## src/hw/rtl/clcd_pkg.sv

```systemverilog
// Shared types, constants and the control store for the command line decoder.
// Depends on nothing; every other file uses it by scoped names.
`default_nettype none
package clcd_pkg;

   localparam int LINE_CHARS_DEF = 19;
   localparam int KEYWORD_COUNT  = 11;
   localparam int KEY_MAX_LEN    = 11;
   localparam int KEY_IDX_W      = 4;

   localparam int CHAR_W  = 8;
   localparam int LAMP_W  = 3;
   localparam int SERVO_W = 11;
   localparam int CODE_W  = 4;
   localparam int STEP_W  = 3;

   localparam logic [CHAR_W-1:0] CHAR_LF = 8'd10;
   localparam logic [CHAR_W-1:0] CHAR_CR = 8'd13;
   localparam logic [CHAR_W-1:0] NUL     = 8'h00;

   localparam int                 SERVO_SPAN  = 2000;
   localparam logic [SERVO_W-1:0] SERVO_OPEN  = 11'd500;
   localparam logic [SERVO_W-1:0] SERVO_CLOSE = SERVO_OPEN + SERVO_W'(SERVO_SPAN / 2);

   localparam logic [CODE_W-1:0] CODE_NONE     = 4'd0;
   localparam logic [CODE_W-1:0] CODE_OPEN     = 4'd1;
   localparam logic [CODE_W-1:0] CODE_CLOSE    = 4'd2;
   localparam logic [CODE_W-1:0] CODE_FLOOR1   = 4'd3;
   localparam logic [CODE_W-1:0] CODE_ALL_ON   = 4'd4;
   localparam logic [CODE_W-1:0] CODE_ALL_OFF  = 4'd5;
   localparam logic [CODE_W-1:0] CODE_LED1_ON  = 4'd6;
   localparam logic [CODE_W-1:0] CODE_LED1_OFF = 4'd7;
   localparam logic [CODE_W-1:0] CODE_LED2_ON  = 4'd8;
   localparam logic [CODE_W-1:0] CODE_LED2_OFF = 4'd9;
   localparam logic [CODE_W-1:0] CODE_LED3_ON  = 4'd10;
   localparam logic [CODE_W-1:0] CODE_LED3_OFF = 4'd11;
   localparam logic [CODE_W-1:0] CODE_UNKNOWN  = 4'd12;

   // keyword k carries command code k + 1
   localparam logic [CHAR_W-1:0] KW_TEXT [KEYWORD_COUNT][KEY_MAX_LEN] = '{
      '{"O", "P", "E", "N", NUL, NUL, NUL, NUL, NUL, NUL, NUL},
      '{"C", "L", "O", "S", "E", NUL, NUL, NUL, NUL, NUL, NUL},
      '{"F", "L", "O", "O", "R", "1", "_", "O", "N", "L", "Y"},
      '{"A", "L", "L", "_", "O", "N", NUL, NUL, NUL, NUL, NUL},
      '{"A", "L", "L", "_", "O", "F", "F", NUL, NUL, NUL, NUL},
      '{"L", "E", "D", "1", "_", "O", "N", NUL, NUL, NUL, NUL},
      '{"L", "E", "D", "1", "_", "O", "F", "F", NUL, NUL, NUL},
      '{"L", "E", "D", "2", "_", "O", "N", NUL, NUL, NUL, NUL},
      '{"L", "E", "D", "2", "_", "O", "F", "F", NUL, NUL, NUL},
      '{"L", "E", "D", "3", "_", "O", "N", NUL, NUL, NUL, NUL},
      '{"L", "E", "D", "3", "_", "O", "F", "F", NUL, NUL, NUL}
   };

   localparam logic [KEY_IDX_W-1:0] KW_LEN [KEYWORD_COUNT] = '{
      4'd4, 4'd5, 4'd11, 4'd6, 4'd7, 4'd7, 4'd8, 4'd7, 4'd8, 4'd7, 4'd8
   };

   typedef enum logic [2:0] {
      ACT_NONE  = 3'd0,
      ACT_TAKE  = 3'd1,
      ACT_STORE = 3'd2,
      ACT_INIT  = 3'd3,
      ACT_CMP   = 3'd4,
      ACT_APPLY = 3'd5
   } act_type;

   typedef enum logic [2:0] {
      COND_NEXT     = 3'd0,
      COND_ALWAYS   = 3'd1,
      COND_NO_REQ   = 3'd2,
      COND_TERM     = 3'd3,
      COND_LEN_ZERO = 3'd4,
      COND_NOT_LAST = 3'd5
   } cond_type;

   localparam logic [STEP_W-1:0] STEP_WAIT     = 3'd0;
   localparam logic [STEP_W-1:0] STEP_CLASSIFY = 3'd1;
   localparam logic [STEP_W-1:0] STEP_STORE    = 3'd2;
   localparam logic [STEP_W-1:0] STEP_INIT     = 3'd3;
   localparam logic [STEP_W-1:0] STEP_CMP      = 3'd4;
   localparam logic [STEP_W-1:0] STEP_APPLY    = 3'd5;

   typedef struct packed {
      act_type             act;
      cond_type            cond;
      logic [STEP_W-1:0]   target;
      logic                emit;
   } ucode_type;

   typedef struct packed {
      act_type act;
      logic    fire;
   } ctrl_type;

   typedef struct packed {
      logic req_valid;
      logic term;
      logic len_zero;
      logic last_char;
      logic out_busy;
   } stat_type;

   function automatic ucode_type ucode_rom(input logic [STEP_W-1:0] step);
      ucode_type w;
      case (step)
         STEP_WAIT:     w = '{ACT_TAKE,  COND_NO_REQ,   STEP_WAIT,  1'b0};
         STEP_CLASSIFY: w = '{ACT_NONE,  COND_TERM,     STEP_INIT,  1'b0};
         STEP_STORE:    w = '{ACT_STORE, COND_ALWAYS,   STEP_WAIT,  1'b1};
         STEP_INIT:     w = '{ACT_INIT,  COND_LEN_ZERO, STEP_APPLY, 1'b0};
         STEP_CMP:      w = '{ACT_CMP,   COND_NOT_LAST, STEP_CMP,   1'b0};
         STEP_APPLY:    w = '{ACT_APPLY, COND_ALWAYS,   STEP_WAIT,  1'b1};
         default:       w = '{ACT_NONE,  COND_ALWAYS,   STEP_WAIT,  1'b0};
      endcase
      return w;
   endfunction

endpackage
`default_nettype wire

```

## src/hw/rtl/ascii_command_line_decoder.sv

```systemverilog
// An ordinary byte gives its word via the wait, classify and store steps; a line
// end goes via wait, classify, init, a compare loop over min(length, 11) stored
// characters, one read per cycle and skipped for an empty line, then apply. A new
// byte is taken only in wait, after the last word is registered.
// Reset: synchronous, active high; lamps off, servo at 500, line empty.
`default_nettype none
module ascii_command_line_decoder #(
   parameter int LINE_CHARS = clcd_pkg::LINE_CHARS_DEF
) (
   input  wire logic                          clock,
   input  wire logic                          reset,
   input  wire logic                          req_valid,
   output logic                               req_stall,
   input  wire logic [clcd_pkg::CHAR_W-1:0]   req_rx_byte,
   output logic                               rsp_valid,
   input  wire logic                          rsp_stall,
   output logic      [clcd_pkg::LAMP_W-1:0]   rsp_lamp_bits,
   output logic      [clcd_pkg::SERVO_W-1:0]  rsp_servo_compare,
   output logic                               rsp_line_ended,
   output logic      [clcd_pkg::CODE_W-1:0]   rsp_command_code
);

   clcd_pkg::ctrl_type ctrl;
   clcd_pkg::stat_type stat;

   clcd_seq u_seq (
      .clock (clock),
      .reset (reset),
      .stat  (stat),
      .ctrl  (ctrl)
   );

   clcd_exec #(
      .LINE_CHARS (LINE_CHARS)
   ) u_exec (
      .clock             (clock),
      .reset             (reset),
      .ctrl              (ctrl),
      .stat              (stat),
      .req_valid         (req_valid),
      .req_stall         (req_stall),
      .req_rx_byte       (req_rx_byte),
      .rsp_valid         (rsp_valid),
      .rsp_stall         (rsp_stall),
      .rsp_lamp_bits     (rsp_lamp_bits),
      .rsp_servo_compare (rsp_servo_compare),
      .rsp_line_ended    (rsp_line_ended),
      .rsp_command_code  (rsp_command_code)
   );

endmodule
`default_nettype wire

```

## src/hw/rtl/clcd_line_mem.sv

```systemverilog
// Line character store: one write port, one registered read port.
// Depends on clcd_pkg for the character width and the default depth.
`default_nettype none
module clcd_line_mem #(
   parameter int DEPTH = clcd_pkg::LINE_CHARS_DEF
) (
   input  wire logic                         clock,
   input  wire logic                         wr_en,
   input  wire logic [$clog2(DEPTH)-1:0]     wr_addr,
   input  wire logic [clcd_pkg::CHAR_W-1:0]  wr_data,
   input  wire logic [$clog2(DEPTH)-1:0]     rd_addr,
   output logic      [clcd_pkg::CHAR_W-1:0]  rd_data
);

   logic [clcd_pkg::CHAR_W-1:0] mem_ff [DEPTH];
   logic [clcd_pkg::CHAR_W-1:0] rd_ff;

   always_ff @(posedge clock) begin
      if (wr_en) begin
         mem_ff[wr_addr] <= wr_data;
      end
   end

   always_ff @(posedge clock) begin
      rd_ff <= mem_ff[rd_addr];
   end

   assign rd_data = rd_ff;

endmodule
`default_nettype wire

```

## src/hw/rtl/clcd_exec.sv

```systemverilog
// Datapath: byte capture, line length, keyword match bits, lamp and servo state,
// result register. Depends on clcd_pkg and clcd_line_mem.
`default_nettype none
module clcd_exec #(
   parameter int LINE_CHARS = clcd_pkg::LINE_CHARS_DEF
) (
   input  wire logic                          clock,
   input  wire logic                          reset,
   input  wire clcd_pkg::ctrl_type            ctrl,
   output clcd_pkg::stat_type                 stat,
   input  wire logic                          req_valid,
   output logic                               req_stall,
   input  wire logic [clcd_pkg::CHAR_W-1:0]   req_rx_byte,
   output logic                               rsp_valid,
   input  wire logic                          rsp_stall,
   output logic      [clcd_pkg::LAMP_W-1:0]   rsp_lamp_bits,
   output logic      [clcd_pkg::SERVO_W-1:0]  rsp_servo_compare,
   output logic                               rsp_line_ended,
   output logic      [clcd_pkg::CODE_W-1:0]   rsp_command_code
);

   localparam int IDX_W = $clog2(LINE_CHARS);
   localparam int LEN_W = $clog2(LINE_CHARS + 1);

   logic [clcd_pkg::CHAR_W-1:0]        byte_ff;
   logic [LEN_W-1:0]                   len_ff, len_in;
   logic [IDX_W-1:0]                   idx_ff, idx_in;
   logic [clcd_pkg::KEYWORD_COUNT-1:0] match_ff, match_in;
   logic [clcd_pkg::LAMP_W-1:0]        lamp_ff, lamp_in;
   logic [clcd_pkg::SERVO_W-1:0]       servo_ff, servo_in;
   logic                               rsp_valid_ff;
   logic [clcd_pkg::LAMP_W-1:0]        rsp_lamp_ff;
   logic [clcd_pkg::SERVO_W-1:0]       rsp_servo_ff;
   logic                               rsp_ended_ff;
   logic [clcd_pkg::CODE_W-1:0]        rsp_code_ff;
   logic [clcd_pkg::CODE_W-1:0]        code;
   logic                               mem_we;
   logic [IDX_W-1:0]                   mem_raddr;
   logic [clcd_pkg::CHAR_W-1:0]        mem_rdata;
   logic                               take, emit;

   assign req_stall = (ctrl.act != clcd_pkg::ACT_TAKE);
   assign take      = ctrl.fire && (ctrl.act == clcd_pkg::ACT_TAKE) && req_valid;
   assign emit      = ctrl.fire &&
                      (ctrl.act == clcd_pkg::ACT_STORE || ctrl.act == clcd_pkg::ACT_APPLY);

   assign stat.req_valid = req_valid;
   assign stat.term      = (byte_ff == clcd_pkg::CHAR_LF) || (byte_ff == clcd_pkg::CHAR_CR);
   assign stat.len_zero  = (len_ff == '0);
   assign stat.last_char = (idx_ff == IDX_W'(clcd_pkg::KEY_MAX_LEN - 1)) ||
                           ((LEN_W'(idx_ff) + LEN_W'(1)) == len_ff);
   assign stat.out_busy  = rsp_valid_ff && rsp_stall;

   assign mem_we = ctrl.fire && (ctrl.act == clcd_pkg::ACT_STORE) &&
                   (len_ff < LEN_W'(LINE_CHARS));

   always_comb begin
      if (ctrl.act == clcd_pkg::ACT_CMP && !stat.last_char) begin
         mem_raddr = idx_ff + IDX_W'(1);
      end else begin
         mem_raddr = '0;
      end
   end

   clcd_line_mem #(
      .DEPTH (LINE_CHARS)
   ) u_mem (
      .clock   (clock),
      .wr_en   (mem_we),
      .wr_addr (len_ff[IDX_W-1:0]),
      .wr_data (byte_ff),
      .rd_addr (mem_raddr),
      .rd_data (mem_rdata)
   );

   always_comb begin
      code = clcd_pkg::CODE_UNKNOWN;
      for (int k = clcd_pkg::KEYWORD_COUNT - 1; k >= 0; k--) begin
         if (match_ff[k]) begin
            code = clcd_pkg::CODE_W'(k + 1);
         end
      end
      if (len_ff == '0) begin
         code = clcd_pkg::CODE_NONE;
      end
   end

   always_comb begin
      lamp_in  = lamp_ff;
      servo_in = servo_ff;
      case (code)
         clcd_pkg::CODE_OPEN:     servo_in = clcd_pkg::SERVO_OPEN;
         clcd_pkg::CODE_CLOSE:    servo_in = clcd_pkg::SERVO_CLOSE;
         clcd_pkg::CODE_FLOOR1:   lamp_in  = 3'b001;
         clcd_pkg::CODE_ALL_ON:   lamp_in  = 3'b111;
         clcd_pkg::CODE_ALL_OFF:  lamp_in  = 3'b000;
         clcd_pkg::CODE_LED1_ON:  lamp_in  = lamp_ff | 3'b001;
         clcd_pkg::CODE_LED1_OFF: lamp_in  = lamp_ff & 3'b110;
         clcd_pkg::CODE_LED2_ON:  lamp_in  = lamp_ff | 3'b010;
         clcd_pkg::CODE_LED2_OFF: lamp_in  = lamp_ff & 3'b101;
         clcd_pkg::CODE_LED3_ON:  lamp_in  = lamp_ff | 3'b100;
         clcd_pkg::CODE_LED3_OFF: lamp_in  = lamp_ff & 3'b011;
         default: begin
            lamp_in  = lamp_ff;
            servo_in = servo_ff;
         end
      endcase
   end

   always_comb begin
      len_in   = len_ff;
      idx_in   = idx_ff;
      match_in = match_ff;
      if (ctrl.fire) begin
         case (ctrl.act)
            clcd_pkg::ACT_STORE: begin
               if (len_ff < LEN_W'(LINE_CHARS)) begin
                  len_in = len_ff + LEN_W'(1);
               end
            end
            clcd_pkg::ACT_INIT: begin
               idx_in = '0;
               for (int k = 0; k < clcd_pkg::KEYWORD_COUNT; k++) begin
                  match_in[k] = (LEN_W'(clcd_pkg::KW_LEN[k]) == len_ff);
               end
            end
            clcd_pkg::ACT_CMP: begin
               idx_in = idx_ff + IDX_W'(1);
               for (int k = 0; k < clcd_pkg::KEYWORD_COUNT; k++) begin
                  match_in[k] = match_ff[k] &&
                     (mem_rdata == clcd_pkg::KW_TEXT[k][idx_ff[clcd_pkg::KEY_IDX_W-1:0]]);
               end
            end
            clcd_pkg::ACT_APPLY: len_in = '0;
            default: begin
               len_in = len_ff;
            end
         endcase
      end
   end

   always_ff @(posedge clock) begin
      if (reset) begin
         len_ff       <= '0;
         lamp_ff      <= '0;
         servo_ff     <= clcd_pkg::SERVO_OPEN;
         rsp_valid_ff <= 1'b0;
      end else begin
         len_ff <= len_in;
         if (ctrl.fire && ctrl.act == clcd_pkg::ACT_APPLY) begin
            lamp_ff  <= lamp_in;
            servo_ff <= servo_in;
         end
         if (emit) begin
            rsp_valid_ff <= 1'b1;
         end else if (!rsp_stall) begin
            rsp_valid_ff <= 1'b0;
         end
      end
   end

   always_ff @(posedge clock) begin
      idx_ff   <= idx_in;
      match_ff <= match_in;
      if (take) begin
         byte_ff <= req_rx_byte;
      end
      if (emit) begin
         if (ctrl.act == clcd_pkg::ACT_APPLY) begin
            rsp_lamp_ff  <= lamp_in;
            rsp_servo_ff <= servo_in;
            rsp_ended_ff <= 1'b1;
            rsp_code_ff  <= code;
         end else begin
            rsp_lamp_ff  <= lamp_ff;
            rsp_servo_ff <= servo_ff;
            rsp_ended_ff <= 1'b0;
            rsp_code_ff  <= clcd_pkg::CODE_NONE;
         end
      end
   end

   assign rsp_valid         = rsp_valid_ff;
   assign rsp_lamp_bits     = rsp_lamp_ff;
   assign rsp_servo_compare = rsp_servo_ff;
   assign rsp_line_ended    = rsp_ended_ff;
   assign rsp_command_code  = rsp_code_ff;

endmodule
`default_nettype wire

```

## src/hw/rtl/clcd_seq.sv

```systemverilog
// Microcode sequencer: step counter, control store lookup and conditional jumps.
// Depends on clcd_pkg for the control word format and the program.
`default_nettype none
module clcd_seq (
   input  wire logic               clock,
   input  wire logic               reset,
   input  wire clcd_pkg::stat_type stat,
   output clcd_pkg::ctrl_type      ctrl
);

   logic [clcd_pkg::STEP_W-1:0] step_ff, step_in;
   clcd_pkg::ucode_type         uw;
   logic                        hold;
   logic                        jump;

   assign uw   = clcd_pkg::ucode_rom(step_ff);
   assign hold = uw.emit && stat.out_busy;

   always_comb begin
      case (uw.cond)
         clcd_pkg::COND_ALWAYS:   jump = 1'b1;
         clcd_pkg::COND_NO_REQ:   jump = !stat.req_valid;
         clcd_pkg::COND_TERM:     jump = stat.term;
         clcd_pkg::COND_LEN_ZERO: jump = stat.len_zero;
         clcd_pkg::COND_NOT_LAST: jump = !stat.last_char;
         default:                 jump = 1'b0;
      endcase
   end

   always_comb begin
      if (hold) begin
         step_in = step_ff;
      end else if (jump) begin
         step_in = uw.target;
      end else begin
         step_in = step_ff + clcd_pkg::STEP_W'(1);
      end
   end

   always_ff @(posedge clock) begin
      if (reset) begin
         step_ff <= clcd_pkg::STEP_WAIT;
      end else begin
         step_ff <= step_in;
      end
   end

   assign ctrl.act  = uw.act;
   assign ctrl.fire = !hold;

endmodule
`default_nettype wire

```

## config.mk

```make
export PLATFORM = sky130hd
export DESIGN_NAME = ascii_command_line_decoder
export DESIGN_NICKNAME = d
export VERILOG_FILES = /design/src/hw/rtl/clcd_pkg.sv /design/src/hw/rtl/ascii_command_line_decoder.sv /design/src/hw/rtl/clcd_line_mem.sv /design/src/hw/rtl/clcd_exec.sv /design/src/hw/rtl/clcd_seq.sv
export SDC_FILE = /design/constraint.sdc
export NUM_CORES = 1
export LEC_CHECK = 0
export BUFFER_PORTS_ARGS = -buffer_cell sky130_fd_sc_hd__clkbuf_2
export CAP_MARGIN = 5
export CORE_ASPECT_RATIO = 1.4
export CORE_UTILIZATION = 26
export CTS_CLUSTER_SIZE = 30
export DETAILED_ROUTE_END_ITERATION = 16
export PLACE_DENSITY_LB_ADDON = 0.08
export SLEW_MARGIN = 20
export SYNTH_ARGS = -nofsm -noshare
export SYNTH_HDL_FRONTEND = slang
export SYNTH_HIERARCHICAL = 1
export SYNTH_SLANG_ARGS = --single-unit
```

## constraint.sdc

```tcl
create_clock -name clock -period 6.9 [get_ports clock]
set_clock_uncertainty 0.1 [all_clocks]
set_input_delay 0 -clock clock [delete_from_list [all_inputs] [get_ports clock]]
set_output_delay 0 -clock clock [all_outputs]
set_load 0.005 [all_outputs]
```

==> reports/results.ini <==
[cells_and_area]
design_area_sq_mm = 0.0121
mostFrequentLayoutCell = edfxtp_1
area_growth_pct = 15.0
finish.utilization_pct = 30.2
drive_gt1_share_pct = 18.6
fillers = 3936
n_antenna_cell = 0
mostFrequentLayoutCells = 195 x edfxtp_1, 58 x nor2_1, 38 x nand2_1, 36 x o21ai_0, 32 x clkbuf_2
final_nets = 837

[floorplanning]
std_cell_rows = 87
num_io_pins = 33
core-area_sq_mm = 0.0402
die_x_microns = 172
die_y_microns = 240
dieArea_sq_mm = 0.0414
initial_core_util_pct = 26.3

[sta]
worstMarginPinSlew_ps = 1040
slew-limit-headroom_pct = 30.2
drv_slew = 0
finalHoldViolCount = 0
layout_worst_path_cycle_share_pct = 73.8
rsz0062_at_grt = no
fin_ws_ps = 1810
finalCriticalPeriod_ps = 5090
setup_violations = 0
timing.fmax_mhz = 196
tns_ps = 0

[worst_hold_path]
min_path_type = in2reg
hp-start = req_rx_byte[1]
whs_endpoint = u_exec/byte_ff[1]
hold_path_depth = 2

[clock_network]
numCtsBuffers = 24
cts_resized = 0
clk_pin_slew_worst_paths_ps = 60
cts_root_buf = clkbuf_16
clkLatencyLatePin_ps = 550
post-cts-setup-buffers = 0
h-tree-depth = 1
clock_sinks = 226
cts_tree = done
hold_buffers = 12
cts_max_path_buffers = 3

[placement]
dpl_cell_area_sq_mm = 0.0113
port_buffers = 32
routabilityCongestion = 0.840
place_ws_ps = 1800
dp_hpwl_microns = 19000

[grt]
grt_pass1_vias = 6715
grt_max_degree = 41
grt_pass1_wl_microns = 41400
grt.total_usage_pct = 13.7
gr-total-overflow = 0
antenna_found_initial = 0

[route]
drt-wirelength-per-cell_microns = 20.4
drc = 0
drtAntennaViolNets = 0
drt-total-wl_microns = 27600
drt-vias-per-instance = 4.75
first_iter_violations = 402
dr_total_vias = 6438
drt-pass1-iter-count = 5

[yosys]
synth_seq_cells = 226
syn_inst = 765
synth_fa_ha_area_share_pct = 2.49
synth_edf_count = 195
synth_ff_type = edfxtp_1
async_reset_ff_share_pct = 0
synth.area.mux_share_pct = 10.5
netlist_area_sq_mm = 0.0106
syn-num-nets = 798
avgSynthCellArea_sq_um = 13.8
synth_top_family_by_area = simple AND/OR/NAND/NOR gates
synth-compound-area-share_pct = 8.86
synth-simple-area-share_pct = 11.0
synth-xor-area-share_pct = 2.65
ys_types = 76
ys_seq_area_share_pct = 61.3
synth_warnings = 6

[run_status]
status = finished, final reports clean

[setup_path]
cp-start-kind = register
rrSetupSlack_ps = 1810
path_class = reg2reg
endpoint_kind = register
crit_fanout = 23
timing.rr.start = u_seq/step_ff[2]
critical_path_required_ps = 7210
r2r-end = u_exec/u_mem/rd_data[3]
cp.arrival_ps = 5400
r2r_cells = 12

[power_and_ir_drop]
p_total_mw = 4.04
p_int_mw = 2.74
p_leak_nw = 3.87
p_seq_share_pct = 48.0
switching_share_pct = 32.2
p_sw_mw = 1.30
power_density_mw_per_mm2 = 333
power.share.clock_pct = 30.4
ir_worst_vdd_mv = 0.257
combPwrFrac_pct = 21.7

[flow_run]
maxCapViolCount = 0

state kept, by name (all words and copies together) (netlist names):
name,flops
u_exec/rsp_lamp_bits,3
u_exec/u_mem/mem_ff,152
u_exec/rsp_line_ended,1
u_exec/rsp_command_code,4
u_exec/rsp_servo_compare,11
u_exec/servo_ff,11
u_exec/lamp_ff,3
u_exec/rsp_valid,1
u_exec/idx_ff,5
u_exec/len_ff,5
u_exec/byte_ff,8
u_seq/step_ff,3
u_exec/match_ff,11
u_exec/u_mem/rd_data,8
worst max path at each step:
stage                      from  slack [ps]                       to  depth (start not counted)
2_1_floorplan  u_seq/step_ff[0]        2900  u_exec/u_mem/rd_data[3]                         15
3_3_place_gp   u_seq/step_ff[2]        1490  u_exec/u_mem/rd_data[1]                         13
3_5_place_dp   u_seq/step_ff[2]        1800  u_exec/u_mem/rd_data[3]                         12
4_1_cts        u_seq/step_ff[2]        1740  u_exec/u_mem/rd_data[3]                         12
5_1_grt        u_seq/step_ff[2]        1520  u_exec/u_mem/rd_data[0]                         12
6_report       u_seq/step_ff[2]        1810  u_exec/u_mem/rd_data[3]                         12
kinds of logic after synthesis:
kind of cell,Yosys count
adder cells (fa/ha/maj),21
flip-flops,226
XOR/XNOR,32
AND/OR/NAND/NOR,218
multiplexers,62
AO/OA/AOI/OAI,135
buffers and inverters,71
synthesized netlist by cell type (all sizes together), types with 5 or more instances:
master / number / area (sq um)
a21oi: 18 / 93.8
a22oi: 8 / 60.1
and2: 8 / 52.6
and3: 5 / 36.3
buf: 22 / 153
clkbuf: 21 / 78.8
dfxtp: 31 / 621
edfxtp: 195 / 5860
ha: 21 / 263
inv: 27 / 101
mux2: 10 / 116
mux2i: 20 / 213
mux4: 32 / 777
nand2: 39 / 149
nand2b: 11 / 68.8
nand3: 11 / 55.1
nand3b: 6 / 45.0
nand4: 7 / 43.8
nor2: 64 / 243
nor2b: 10 / 62.6
nor3: 15 / 85.1
nor4: 6 / 37.5
nor4b: 7 / 61.3
o21a: 8 / 60.1
o21ai: 45 / 225
o22a: 5 / 46.3
or2: 13 / 81.3
or3b: 5 / 43.8
xnor2: 17 / 149
xor2: 15 / 131
metal layers:
layer | vias to the layer above | GRT usage, % | routed length, microns
li1 | 2997 | - | -
met1 | 3236 | 14.6 | 10700
met2 | 160 | 26.9 | 15400
met3 | 45 | 1.83 | 864
met4 | 0 | 4.53 | 600
met5 | - | 0 | 0
worst max-delay path, cell delays in order, from the launching register on:
cell and delay (ps):
dfxtp_1 570, inv_1 200, ha_1 280, or2_1 250, o22a_2 210, o22a_1 240
or3b_2 610, or2_2 380, nor2_4 750, mux4_1 660, mux2_2 360, a22oi_1 210
o21ai_1 100
layout make-up:
type                       instances  area (sq um)  share of cell area (%)
inverter                          28           110                   0.906
sequential                       226          6480                    53.3
clock buffer                      34           668                    5.50
tap                              534           668                    5.50
multi-input combinational        468          3770                    31.0
clock inverter                     9          82.6                   0.680
timing repair buffer              56           370                    3.05
through the flow:
step | instances | hold WS, ps
after CTS | 1355 | 31.7
after detailed placement | 1300 | 78.6
final | 1355 | 66.1
after global routing | 1355 | 52.9
after floorplan | 765 | -33.8
after global placement | 1300 | 76.7
power by group through the flow:
stage               Sequential [mW]  Combinational, mW  Clock [mW]
floorplan                      1.84              0.674           0
global placement               1.97              0.853           0
detailed placement             1.98              0.872           0
CTS                            1.95              0.882        1.27
global route                   1.97              0.956        1.32
finish                         1.94              0.875        1.23
No activity file was read; power rests on OpenSTA's default activity.
